## config.mk

```make
export PLATFORM = sky130hd
export DESIGN_NAME = bdm_serial_word_shifter
export DESIGN_NICKNAME = d
export VERILOG_FILES = /design/src/rtl/bdm_sws_pkg.sv /design/src/rtl/bdm_sws_in_stage.sv /design/src/rtl/bdm_sws_core.sv /design/src/rtl/bdm_sws_out_stage.sv /design/src/rtl/bdm_serial_word_shifter.sv
export SDC_FILE = /design/constraint.sdc
export NUM_CORES = 1
export LEC_CHECK = 0
export ABC_AREA = 1
export BUFFER_PORTS_ARGS = -buffer_cell sky130_fd_sc_hd__clkbuf_2
export CAP_MARGIN = 10
export CORE_ASPECT_RATIO = 1.2
export CORE_UTILIZATION = 58
export CTS_CLUSTER_SIZE = 16
export DETAILED_ROUTE_END_ITERATION = 7
export GPL_TIMING_DRIVEN = 0
export PLACE_DENSITY = 0.85
export SYNTH_ARGS = -nofsm -noshare
export SYNTH_HDL_FRONTEND = slang
export SYNTH_SLANG_ARGS = --single-unit
```

## constraint.sdc

```tcl
create_clock -name i_clk -period 3 [get_ports i_clk]
set_clock_uncertainty 0.05 [all_clocks]
set_input_delay 0.45 -clock i_clk [delete_from_list [all_inputs] [get_ports i_clk]]
set_output_delay 0.45 -clock i_clk [all_outputs]
set_load 0.05 [all_outputs]
```

## src/rtl/bdm_sws_pkg.sv

```systemverilog
// Shared types and constants for the background debug serial word shifter.
package bdm_sws_pkg;

    localparam int unsigned FRAME_BITS = 17;
    localparam int unsigned WORD_W     = 16;
    localparam int unsigned BITS_W     = 5;

    localparam logic [FRAME_BITS-1:0] TOP_BIT   = 17'h10000;
    localparam logic [FRAME_BITS-1:0] BERR_WORD = 17'h10001;

    // Completion codes reported on the fault field
    typedef enum logic [2:0] {
        FLT_OK        = 3'd0,
        FLT_RESET     = 3'd1,
        FLT_CABLE     = 3'd2,
        FLT_POWER     = 3'd3,
        FLT_BUS_ERR   = 3'd4,
        FLT_NOT_VALID = 3'd5
    } t_fault;

    // One tick of pin-level input
    typedef struct packed {
        logic              start_req;
        logic [WORD_W-1:0] send_word;
        logic              holdback;
        logic              cable_connected;
        logic              target_powered;
        logic              target_in_reset;
        logic              data_in_bar;
    } t_in_item;

    // One tick of pin-level output
    typedef struct packed {
        logic                  clock_low_drive;
        logic                  data_out;
        logic                  busy_res;
        logic                  done_res;
        logic [FRAME_BITS-1:0] received_word;
        t_fault                fault;
    } t_out_item;

    // Handshake between the pipeline stages
    typedef struct packed {
        logic valid;
        logic advance;
    } t_stage_ctl;

endpackage

```

## src/rtl/bdm_sws_in_stage.sv

```systemverilog
// Input register stage: captures one tick of pin input per transaction.
module bdm_sws_in_stage (
    input  logic                  i_clk,
    input  logic                  i_rst_n,
    input  logic                  i_valid,
    output logic                  o_ready,
    input  bdm_sws_pkg::t_in_item i_item,
    input  logic                  i_advance,
    output bdm_sws_pkg::t_in_item o_item,
    output logic                  o_valid
);
    import bdm_sws_pkg::*;

    logic     r_valid;
    t_in_item r_item;

    // Accept when empty or when the held item moves on this cycle
    assign o_ready = !r_valid || i_advance;

    // Hold valid flag
    always_ff @(posedge i_clk) begin
        if (!i_rst_n) begin
            r_valid <= 1'b0;
        end else if (o_ready) begin
            r_valid <= i_valid;
        end
    end

    // Capture payload
    always_ff @(posedge i_clk) begin
        if (i_valid && o_ready) begin
            r_item <= i_item;
        end
    end

    assign o_item  = r_item;
    assign o_valid = r_valid;
endmodule

```

## src/rtl/bdm_sws_core.sv

```systemverilog
// Serial engine state and the per-tick next-state and output logic.
module bdm_sws_core (
    input  logic                          i_clk,
    input  logic                          i_rst_n,
    input  logic                          i_step,
    input  bdm_sws_pkg::t_in_item         i_item,
    input  logic [bdm_sws_pkg::WORD_W-1:0] i_phase_delay,
    output bdm_sws_pkg::t_out_item        o_item
);
    import bdm_sws_pkg::*;

    logic [FRAME_BITS-1:0] r_shift_reg, n_shift_reg;
    logic [BITS_W-1:0]     r_bits_left, n_bits_left;
    logic [WORD_W-1:0]     r_phase_count, n_phase_count;
    logic                  r_high_phase, n_high_phase;
    logic                  r_active, n_active;
    logic                  r_data_bit, n_data_bit;

    logic [WORD_W-1:0] half_delay;
    assign half_delay = {1'b0, i_phase_delay[WORD_W-1:1]};

    // Step the engine by one tick
    always_comb begin
        logic [FRAME_BITS-1:0] sh;
        logic [BITS_W-1:0]     bl;
        logic [WORD_W-1:0]     pc;
        logic                  hp;
        logic                  db;
        logic                  act;
        logic [FRAME_BITS-1:0] frame;
        t_out_item             res;

        sh    = r_shift_reg;
        bl    = r_bits_left;
        pc    = r_phase_count;
        hp    = r_high_phase;
        db    = r_data_bit;
        act   = r_active;
        frame = {1'b0, i_item.send_word};
        res   = '0;
        res.fault = FLT_OK;

        priority if (!r_active && !i_item.start_req) begin
            // idle tick: all outputs low
        end else if (!r_active && !i_item.cable_connected) begin
            res.done_res = 1'b1;
            res.fault    = FLT_CABLE;
        end else if (!r_active && !i_item.target_powered) begin
            res.done_res = 1'b1;
            res.fault    = FLT_POWER;
        end else if (!r_active && i_item.target_in_reset) begin
            res.done_res = 1'b1;
            res.fault    = FLT_RESET;
        end else begin
            // Start tick doubles as the first clock-low tick
            if (!r_active) begin
                act = 1'b1;
                bl  = BITS_W'(FRAME_BITS) - {{(BITS_W-1){1'b0}}, i_item.holdback};
                db  = frame[FRAME_BITS-1];
                sh  = {frame[FRAME_BITS-2:0], 1'b0};
                hp  = 1'b0;
                pc  = '0;
            end
            res.busy_res = 1'b1;
            res.data_out = db;
            if (!hp) begin
                // Clock-low phase, sample on its last tick
                res.clock_low_drive = 1'b1;
                if (pc == i_phase_delay) begin
                    if (!i_item.data_in_bar) begin
                        sh[0] = 1'b1;
                    end
                    hp = 1'b1;
                    pc = '0;
                end else begin
                    pc = pc + 1'b1;
                end
            end else if (pc != half_delay) begin
                pc = pc + 1'b1;
            end else begin
                bl = bl - 1'b1;
                if (bl != '0) begin
                    // Advance to the next bit
                    db = sh[FRAME_BITS-1];
                    sh = {sh[FRAME_BITS-2:0], 1'b0};
                    hp = 1'b0;
                    pc = '0;
                end else begin
                    // Frame complete: report and classify
                    res.done_res      = 1'b1;
                    res.received_word = sh;
                    if (sh[FRAME_BITS-1]) begin
                        if (sh == BERR_WORD) begin
                            res.fault = FLT_BUS_ERR;
                        end else if (sh != TOP_BIT) begin
                            res.fault = FLT_NOT_VALID;
                        end
                    end
                    act = 1'b0;
                    hp  = 1'b0;
                    pc  = '0;
                end
            end
        end

        n_shift_reg   = sh;
        n_bits_left   = bl;
        n_phase_count = pc;
        n_high_phase  = hp;
        n_data_bit    = db;
        n_active      = act;
        o_item        = res;
    end

    // Hold engine state between ticks
    always_ff @(posedge i_clk) begin
        if (!i_rst_n) begin
            r_shift_reg   <= '0;
            r_bits_left   <= '0;
            r_phase_count <= '0;
            r_high_phase  <= 1'b0;
            r_active      <= 1'b0;
            r_data_bit    <= 1'b0;
        end else if (i_step) begin
            r_shift_reg   <= n_shift_reg;
            r_bits_left   <= n_bits_left;
            r_phase_count <= n_phase_count;
            r_high_phase  <= n_high_phase;
            r_active      <= n_active;
            r_data_bit    <= n_data_bit;
        end
    end
endmodule

```

## src/rtl/bdm_sws_out_stage.sv

```systemverilog
// Result register stage: holds one output tick until the consumer takes it.
module bdm_sws_out_stage (
    input  logic                   i_clk,
    input  logic                   i_rst_n,
    input  bdm_sws_pkg::t_out_item i_item,
    input  logic                   i_ready,
    output bdm_sws_pkg::t_stage_ctl o_ctl,
    input  logic                   i_load,
    output bdm_sws_pkg::t_out_item o_item
);
    import bdm_sws_pkg::*;

    logic      r_valid;
    t_out_item r_item;

    // Free to load when empty or when the held result leaves now
    assign o_ctl.advance = !r_valid || i_ready;
    assign o_ctl.valid   = r_valid;

    // Hold valid flag
    always_ff @(posedge i_clk) begin
        if (!i_rst_n) begin
            r_valid <= 1'b0;
        end else if (o_ctl.advance) begin
            r_valid <= i_load;
        end
    end

    // Capture result
    always_ff @(posedge i_clk) begin
        if (i_load) begin
            r_item <= i_item;
        end
    end

    assign o_item = r_item;
endmodule

```

## src/rtl/bdm_serial_word_shifter.sv

```systemverilog
// Top level of the background debug serial word shifter.
//
//  channel | handshake          | payload
//  --------+--------------------+-----------------------------------------------
//  input   | i_valid / o_ready  | start_req, send_word, holdback, pins, data_in_bar
//  output  | o_valid / i_ready  | clock_low_drive, data_out, busy/done, word, fault
//  config  | i_cfg_we           | i_cfg_data -> phase_delay
//
// One transaction per cycle in both directions unless stalled; each input transaction gives
// exactly one result transaction, via the input register and then the result register.
// The engine state steps once per input transaction, so a serial frame spans
// 17 * (phase_delay + (phase_delay >> 1) + 2) transactions, 16 * that with holdback.
// Synchronous active-low reset returns the engine to idle and phase_delay to 0.
// A stalled result holds the input register, which then stalls the input channel.
module bdm_serial_word_shifter (
    input  logic        i_clk,
    input  logic        i_rst_n,
    input  logic        i_cfg_we,
    input  logic [15:0] i_cfg_data,
    input  logic        i_valid,
    output logic        o_ready,
    input  logic        i_start_req,
    input  logic [15:0] i_send_word,
    input  logic        i_holdback,
    input  logic        i_cable_connected,
    input  logic        i_target_powered,
    input  logic        i_target_in_reset,
    input  logic        i_data_in_bar,
    output logic        o_valid,
    input  logic        i_ready,
    output logic        o_clock_low_drive,
    output logic        o_data_out,
    output logic        o_busy_res,
    output logic        o_done_res,
    output logic [16:0] o_received_word,
    output logic [2:0]  o_fault
);
    import bdm_sws_pkg::*;

    logic [WORD_W-1:0] r_phase_delay;
    t_in_item          in_item;
    t_in_item          held_item;
    logic              held_valid;
    t_out_item         step_item;
    t_out_item         out_item;
    t_stage_ctl        out_ctl;
    logic              step;

    // Write configuration register
    always_ff @(posedge i_clk) begin
        if (!i_rst_n) begin
            r_phase_delay <= '0;
        end else if (i_cfg_we) begin
            r_phase_delay <= i_cfg_data;
        end
    end

    // Pack input pins
    always_comb begin
        in_item.start_req       = i_start_req;
        in_item.send_word       = i_send_word;
        in_item.holdback        = i_holdback;
        in_item.cable_connected = i_cable_connected;
        in_item.target_powered  = i_target_powered;
        in_item.target_in_reset = i_target_in_reset;
        in_item.data_in_bar     = i_data_in_bar;
    end

    // Step the engine when a held tick can move into the result register
    assign step = held_valid && out_ctl.advance;

    bdm_sws_in_stage u_in_stage (
        .i_clk     (i_clk),
        .i_rst_n   (i_rst_n),
        .i_valid   (i_valid),
        .o_ready   (o_ready),
        .i_item    (in_item),
        .i_advance (out_ctl.advance),
        .o_item    (held_item),
        .o_valid   (held_valid)
    );

    bdm_sws_core u_core (
        .i_clk         (i_clk),
        .i_rst_n       (i_rst_n),
        .i_step        (step),
        .i_item        (held_item),
        .i_phase_delay (r_phase_delay),
        .o_item        (step_item)
    );

    bdm_sws_out_stage u_out_stage (
        .i_clk   (i_clk),
        .i_rst_n (i_rst_n),
        .i_item  (step_item),
        .i_ready (i_ready),
        .o_ctl   (out_ctl),
        .i_load  (step),
        .o_item  (out_item)
    );

    // Unpack result
    assign o_valid           = out_ctl.valid;
    assign o_clock_low_drive = out_item.clock_low_drive;
    assign o_data_out        = out_item.data_out;
    assign o_busy_res        = out_item.busy_res;
    assign o_done_res        = out_item.done_res;
    assign o_received_word   = out_item.received_word;
    assign o_fault           = out_item.fault;
endmodule

```

* After elaboration in Yosys (flattened, before gate mapping)
Cells that the tools add are included.
** Storage, ports and cells
- Input bits :: 43
- Word-level logic and storage cells :: 113
- Output and inout port bits :: 26
- Register bits after elaboration :: 105
** Cells by class
- Bitwise logic cells :: 6
- Add/subtract/negate cells :: 3
- Eq/ne operators :: 4
- Reduce and logical (&&, ||, !) cells :: 21
- Muxes and demuxes :: 55
** Operators by type and width (count)
- 16-bit two-way mux :: 9
- 17-bit two-way mux :: 7
- 21-bit two-way mux :: 3
- 5-bit two-way mux :: 7
- 1-bit two-way mux :: 23
- 17-bit equality test (second input constant) :: 1
- 17-bit inequality test (second input constant) :: 1
- 16-bit by 1-bit adder with 16-bit output (second input constant) :: 1
- 16-bit equality test :: 1
- 16-bit by 15-bit inequality test with 1-bit output :: 1
- 3-bit two-way mux :: 3
- 8-bit OR reduction :: 1
- 7-bit OR reduction :: 1
- 1-bit logical AND :: 6
- 1-bit zero test :: 6
- 2-bit two-way mux :: 3
- 1-bit inverter :: 6
- 5-bit AND reduction :: 1
- 5-bit nonzero test :: 1
- 5-bit by 1-bit subtractor with 5-bit output (first input constant) :: 1
- 5-bit by 1-bit subtractor with 5-bit output (second input constant) :: 1
- 4-bit OR reduction :: 1
- 3-bit OR reduction :: 1
- 1-bit logical OR :: 2
- 2-bit OR reduction :: 1

* Depth between registers and ports, before layout
- Word-level depth :: 16
- Depth in mapped cells :: 16
- Depth with buffers taken out :: 13

* By module
A second synthesis with hierarchy kept.
** Second synthesis, totals
- Cell total of the unflattened synthesis :: 785
- Area, all modules :: 5811.8 um^2
** Modules (own cells, without submodules)
- bdm_sws_core :: area each 3643.5 um^2, cells each 622, times used 1
- bdm_sws_out_stage :: area each 774.5 um^2, cells each 31, times used 1
- bdm_sws_in_stage :: area each 711.9 um^2, cells each 29, times used 1
- bdm_serial_word_shifter :: area each 681.9 um^2, cells each 103, times used 1

* Worst setup path after synthesis
Ideal clock, no wire load.
- Path kind :: flip-flop to flip-flop
- From :: reg u_out_stage.r_valid
- To :: reg u_core.r_phase_count[3]
- Setup slack :: 301 ps
- Path buffers :: 1
- Setup time :: 70 ps
- Cell stages (with the launch flop) :: 9
- Arrival :: 2578 ps
- Data required time :: 2880 ps
- Cell sequence :: dfxtp_1 > nand2_1 > inv_1 > nor2_1 > nand2_1 > inv_2 > clkbuf_1 > nand4_1 > a21oi_1
** Between the ends
- Cells in the longest elaborated chain, start to end :: 4
** Ends and longest elaborated chain
- start, declared :: line bdm_sws_out_stage.sv:13 : logic r_valid;
- start signal, assigned :: line bdm_sws_out_stage.sv:25 : r_valid <= i_load;
- 1-bit zero test :: line bdm_sws_out_stage.sv:17 : assign o_ctl.advance = !r_valid || i_ready;
- 1-bit logical OR :: line bdm_sws_out_stage.sv:17
- 1-bit logical AND :: line bdm_serial_word_shifter.sv:70 : assign step = held_valid && out_ctl.advance;
- via step :: line bdm_serial_word_shifter.sv:47 : logic step;
- 5-bit AND reduction (no source line)
- end signal, assigned :: line bdm_sws_core.sv:127 : r_phase_count <= n_phase_count;
- end, declared :: line bdm_sws_core.sv:14 : logic [WORD_W-1:0] r_phase_count, n_phase_count;
The timed path passes the listed nets, and every way through them passes these cells.
A chain may end at the register's enable or synchronous reset.

* Final worst setup path
- From :: reg u_core.r_active
- To :: reg u_core.r_shift_reg[13]
** Between the ends
- Cells in the longest elaborated chain, start to end :: 10
- Elaborated cells on any way between the ends :: 36
- Those cells by class :: 1 x add/sub; 1 x eq/ne; 23 x mux; 4 x bitwise; 7 x reduce/logical
** Ends and longest elaborated chain
- start, declared :: line bdm_sws_core.sv:16 : logic r_active, n_active;
- start signal, assigned :: line bdm_sws_core.sv:129 : r_active <= n_active;
- 5-bit two-way mux :: line bdm_sws_core.sv:56 : if (!r_active) begin
- 5-bit two-way mux :: line bdm_sws_core.sv:51 : end else if (!r_active && i_item.target_in_reset) begin
- 5-bit two-way mux :: line bdm_sws_core.sv:48 : end else if (!r_active && !i_item.target_powered) begin
- 5-bit two-way mux :: line bdm_sws_core.sv:45 : end else if (!r_active && !i_item.cable_connected) begin
- 5-bit two-way mux :: line bdm_sws_core.sv:43 : priority if (!r_active && !i_item.start_req) begin
- 5-bit by 1-bit subtractor with 5-bit output :: line bdm_sws_core.sv:81 : bl = bl - 1'b1;
- 5-bit nonzero test :: line bdm_sws_core.sv:82 : if (bl != '0) begin
- 17-bit two-way mux :: line bdm_sws_core.sv:82
- 17-bit two-way mux :: line bdm_sws_core.sv:78 : end else if (pc != half_delay) begin
- 16-bit two-way mux :: line bdm_sws_core.sv:66 : if (!hp) begin
- end signal, assigned :: line bdm_sws_core.sv:125 : r_shift_reg <= n_shift_reg;
- end, declared :: line bdm_sws_core.sv:12 : logic [FRAME_BITS-1:0] r_shift_reg, n_shift_reg;
Parallel ways exist; a longest one is shown, timed or not. The select of a mux whose other input is x is not followed.

==> summary.log <==
qor: global_routing.grt_max_degree 23
qor: clock_network.post-cts-setup-buffer-count 0
qor: clock_network.max-clock-path-buffers 2
qor: sta.grt_setup_unrepaired false
qor: sta.setup_viol_count_final 0
qor: cells_and_area.area.growth.synth_to_final 13.7%
qor: detailed_routing.routed_wirelength 15300 um
qor: clock_network.clk-insertion-delay-late 350 ps
qor: detailed_routing.routed_antenna_nets 0
qor: sta.final_hold_vio_count 0
qor: setup_path.cp_slowest_cell sky130_fd_sc_hd__dfxtp_1
qor: floorplan.die_y 112 um
qor: power.pwr_density_cell 461 nW/um^2
qor: clock_network.cts_tree yes
qor: power.worst_ir_drop_vdd 0.000327 V
qor: setup_path.crit_required 3200 ps
qor: sta.maxSlewHeadroom 43.8%
qor: global_routing.grt_pass1_wl 24500 um
qor: detailed_routing.viasPerCell 5.50
qor: floorplan.rows 39
qor: sta.worst_hold_slack 220 ps
qor: setup_path.path_class reg -> reg
qor: yosys.syn_area 5810 um^2
qor: clock_network.worst_setup_hold_path_clk_slew 80 ps
qor: yosys.synth.yosys.seq_area_share 44.1%
qor: sta.report.final.slew_viol_count 0
qor: clock_network.numClockSinks 105
qor: setup_path.critical_path.most_common_cell sky130_fd_sc_hd__nand2_1
qor: sta.fin_crit_share 82.6%
qor: clock_network.hold_buffers 0
qor: yosys.synthesis.area_per_instance 7.25 um^2
qor: global_routing.globalRouteOverflowTotal 0
qor: floorplan.core_area 9610 um^2
qor: global_routing.grt_antenna_before_repair 0
qor: floorplan.ioPinCount 69
qor: yosys.synth_area_leaders sky130_fd_sc_hd__edfxtp_1 24%, sky130_fd_sc_hd__dfxtp_1 20%, sky130_fd_sc_hd__nand2_1 14%
qor: clock_network.cts-buffers-inserted 9
qor: floorplan.die_width 93.4 um
qor: detailed_routing.wl_per_cell 15.1 um
qor: hold_path.worst_hold_path_type in -> reg
qor: cells_and_area.num_antenna_cells 0
qor: clock_network.cts.repair.resized 0
qor: detailed_routing.drtPass1Iterations 5
qor: global_routing.grtUsageTotal 30.5%
qor: cells_and_area.largest_register_ff_count 24
qor: yosys.netlist.area_leader.share 23.8%
qor: power.total_power_consumption_of_the_routed_design 3040 uW
qor: cells_and_area.num-nets-final 927
qor: clock_network.cts.htree.levels 3
qor: cells_and_area.fraction_of_final_layout_cells_sized_beyond_drive_strength_1 15.4%
qor: setup_path.critical_path.top_delay_family buffers and inverters
qor: setup_path.path_cells buf_4, buf_12, buf_6, buf_2, nand2_1, ha_1, nand2_1, nor2_1, nand2_1, buf_6, nand3_4, buf_6, nand2_1, nand3_1, nand2_1, inv_1
qor: setup_path.critPathLaunchType flip-flop
qor: detailed_routing.routed-via-count 5554
qor: yosys.synth_seq_cells 105
qor: place.gp_congestion 0.944
qor: setup_path.crit_path_max_incr_delay 310 ps
qor: cells_and_area.final_common_cell sky130_fd_sc_hd__nand2_1
qor: place.hpwl 11000 um
qor: yosys.netlist-cell-type-count 36
qor: power.static-leakage-power 0.00326 uW
qor: sta.final_period_minus_worst_setup_slack 2480 ps
qor: run.drv.max_cap_violation_count 0
qor: yosys.synth_top_cell_by_area sky130_fd_sc_hd__edfxtp_1
qor: sta.fmax 403 MHz
qor: floorplan.dieArea 10400 um^2
qor: setup_path.worstPathArrival 2680 ps
qor: detailed_routing.remaining_drc_errors 0
qor: setup_path.crit_fanout 10
qor: yosys.synthesized_instance_count 802
qor: detailed_routing.drt_iter0_drc 364
qor: status.outcome completed
qor: yosys.synth-warning-count 0
qor: cells_and_area.mostFrequentLayoutCells 213 x sky130_fd_sc_hd__nand2_1, 110 x sky130_fd_sc_hd__inv_1, 71 x sky130_fd_sc_hd__nor2_1, 68 x sky130_fd_sc_hd__clkbuf_2, 65 x sky130_fd_sc_hd__nand3_1
qor: clock_network.root_buffer sky130_fd_sc_hd__clkbuf_16
qor: floorplan.initial_util 60.5%
qor: setup_path.timing.critical_path.to_type flip-flop
qor: sta.tightestPinTransition 842 ps
qor: place.placement.io_buffers 68
qor: setup_path.crit_buf_inv 7
qor: global_routing.vias_in_the_first_global_route 5167
qor: yosys.syn_nets 847
[logic make-up after synthesis]
kind of cell,count (synthesis),share of synthesized area [%]
compound gates,120,10.6
xor+xnor,5,0.753
fa+ha+maj,2,0.431
buf+inv,152,11.4
flops,105,44.1
simple gates,418,32.7
[synthesized netlist by cell type (all sizes together)]
cell type and number:
a211oi 1, a21oi 64, a31oi 1, buf 24
clkbuf 13, clkinv 1, dfxtp 59, edfxtp 46
ha 2, inv 114, nand2 227, nand3 68
nand3b 2, nand4 38, nor2 77, nor3 5
o211ai 1, o21a 1, o21ai 51, o31ai 1
or2 1, xor2 5
[per-layer routing]
layer	share of wire (%)	track usage, %	vias up
met1	39	34.8	2509
met2	51	54.6	227
met3	5.2	3.62	45
li1	-	-	2773
met5	0	0	-
met4	4.6	16.8	0
[through the flow]
stage	worst slack, ps	TNS, ps	cell area [um^2]	std cells	util, %
floorplan	301	0	5810	802	-
detailed placement	538	0	6320	994	65.8
global route	357	0	6610	1010	68.7
finish	521	0	6610	1010	68.7
CTS	523	0	6610	1010	68.7
global placement	-620	-18210	6310	993	65.6
[path summary, 6_finish.rpt]
| path | from | endpoint | slack [ps] | cells after the start |
|---|---|---|---|---|
| setup / recovery | u_core.r_active$_SDFFE_PN0P_ | u_core.r_shift_reg[13]$_SDFFE_PN0P_ | 520 | 16 |
| hold / removal | i_send_word[10] | u_in_stage.o_item[15]$_DFFE_PP_ | 220 | 1 |
| setup reg to reg | u_core.r_active$_SDFFE_PN0P_ | u_core.r_shift_reg[13]$_SDFFE_PN0P_ | 520 | 16 |
| hold reg to reg | u_core.r_phase_count[15]$_SDFFE_PN0P_ | u_core.r_phase_count[15]$_SDFFE_PN0P_ | 430 | 2 |
[power by group]
group	internal, uW	total (uW)	switching (uW)
Combinational	102	335	233
Sequential	1540	1570	27.9
Clock	577	1140	560
[cell type report]
| type | instances | area, um^2 |
|---|---|---|
| flip-flops and latches | 105 | 2560 |
| clock buffers | 9 | 225 |
| inverters | 115 | 432 |
| multi-input cells | 545 | 2590 |
| fillers | 805 | 3000 |
| clock inverters | 7 | 60.1 |
| plain buffers | 37 | 230 |
| repair buffers | 69 | 355 |
| well taps | 123 | 154 |
Power figures use the tool's default switching activity.
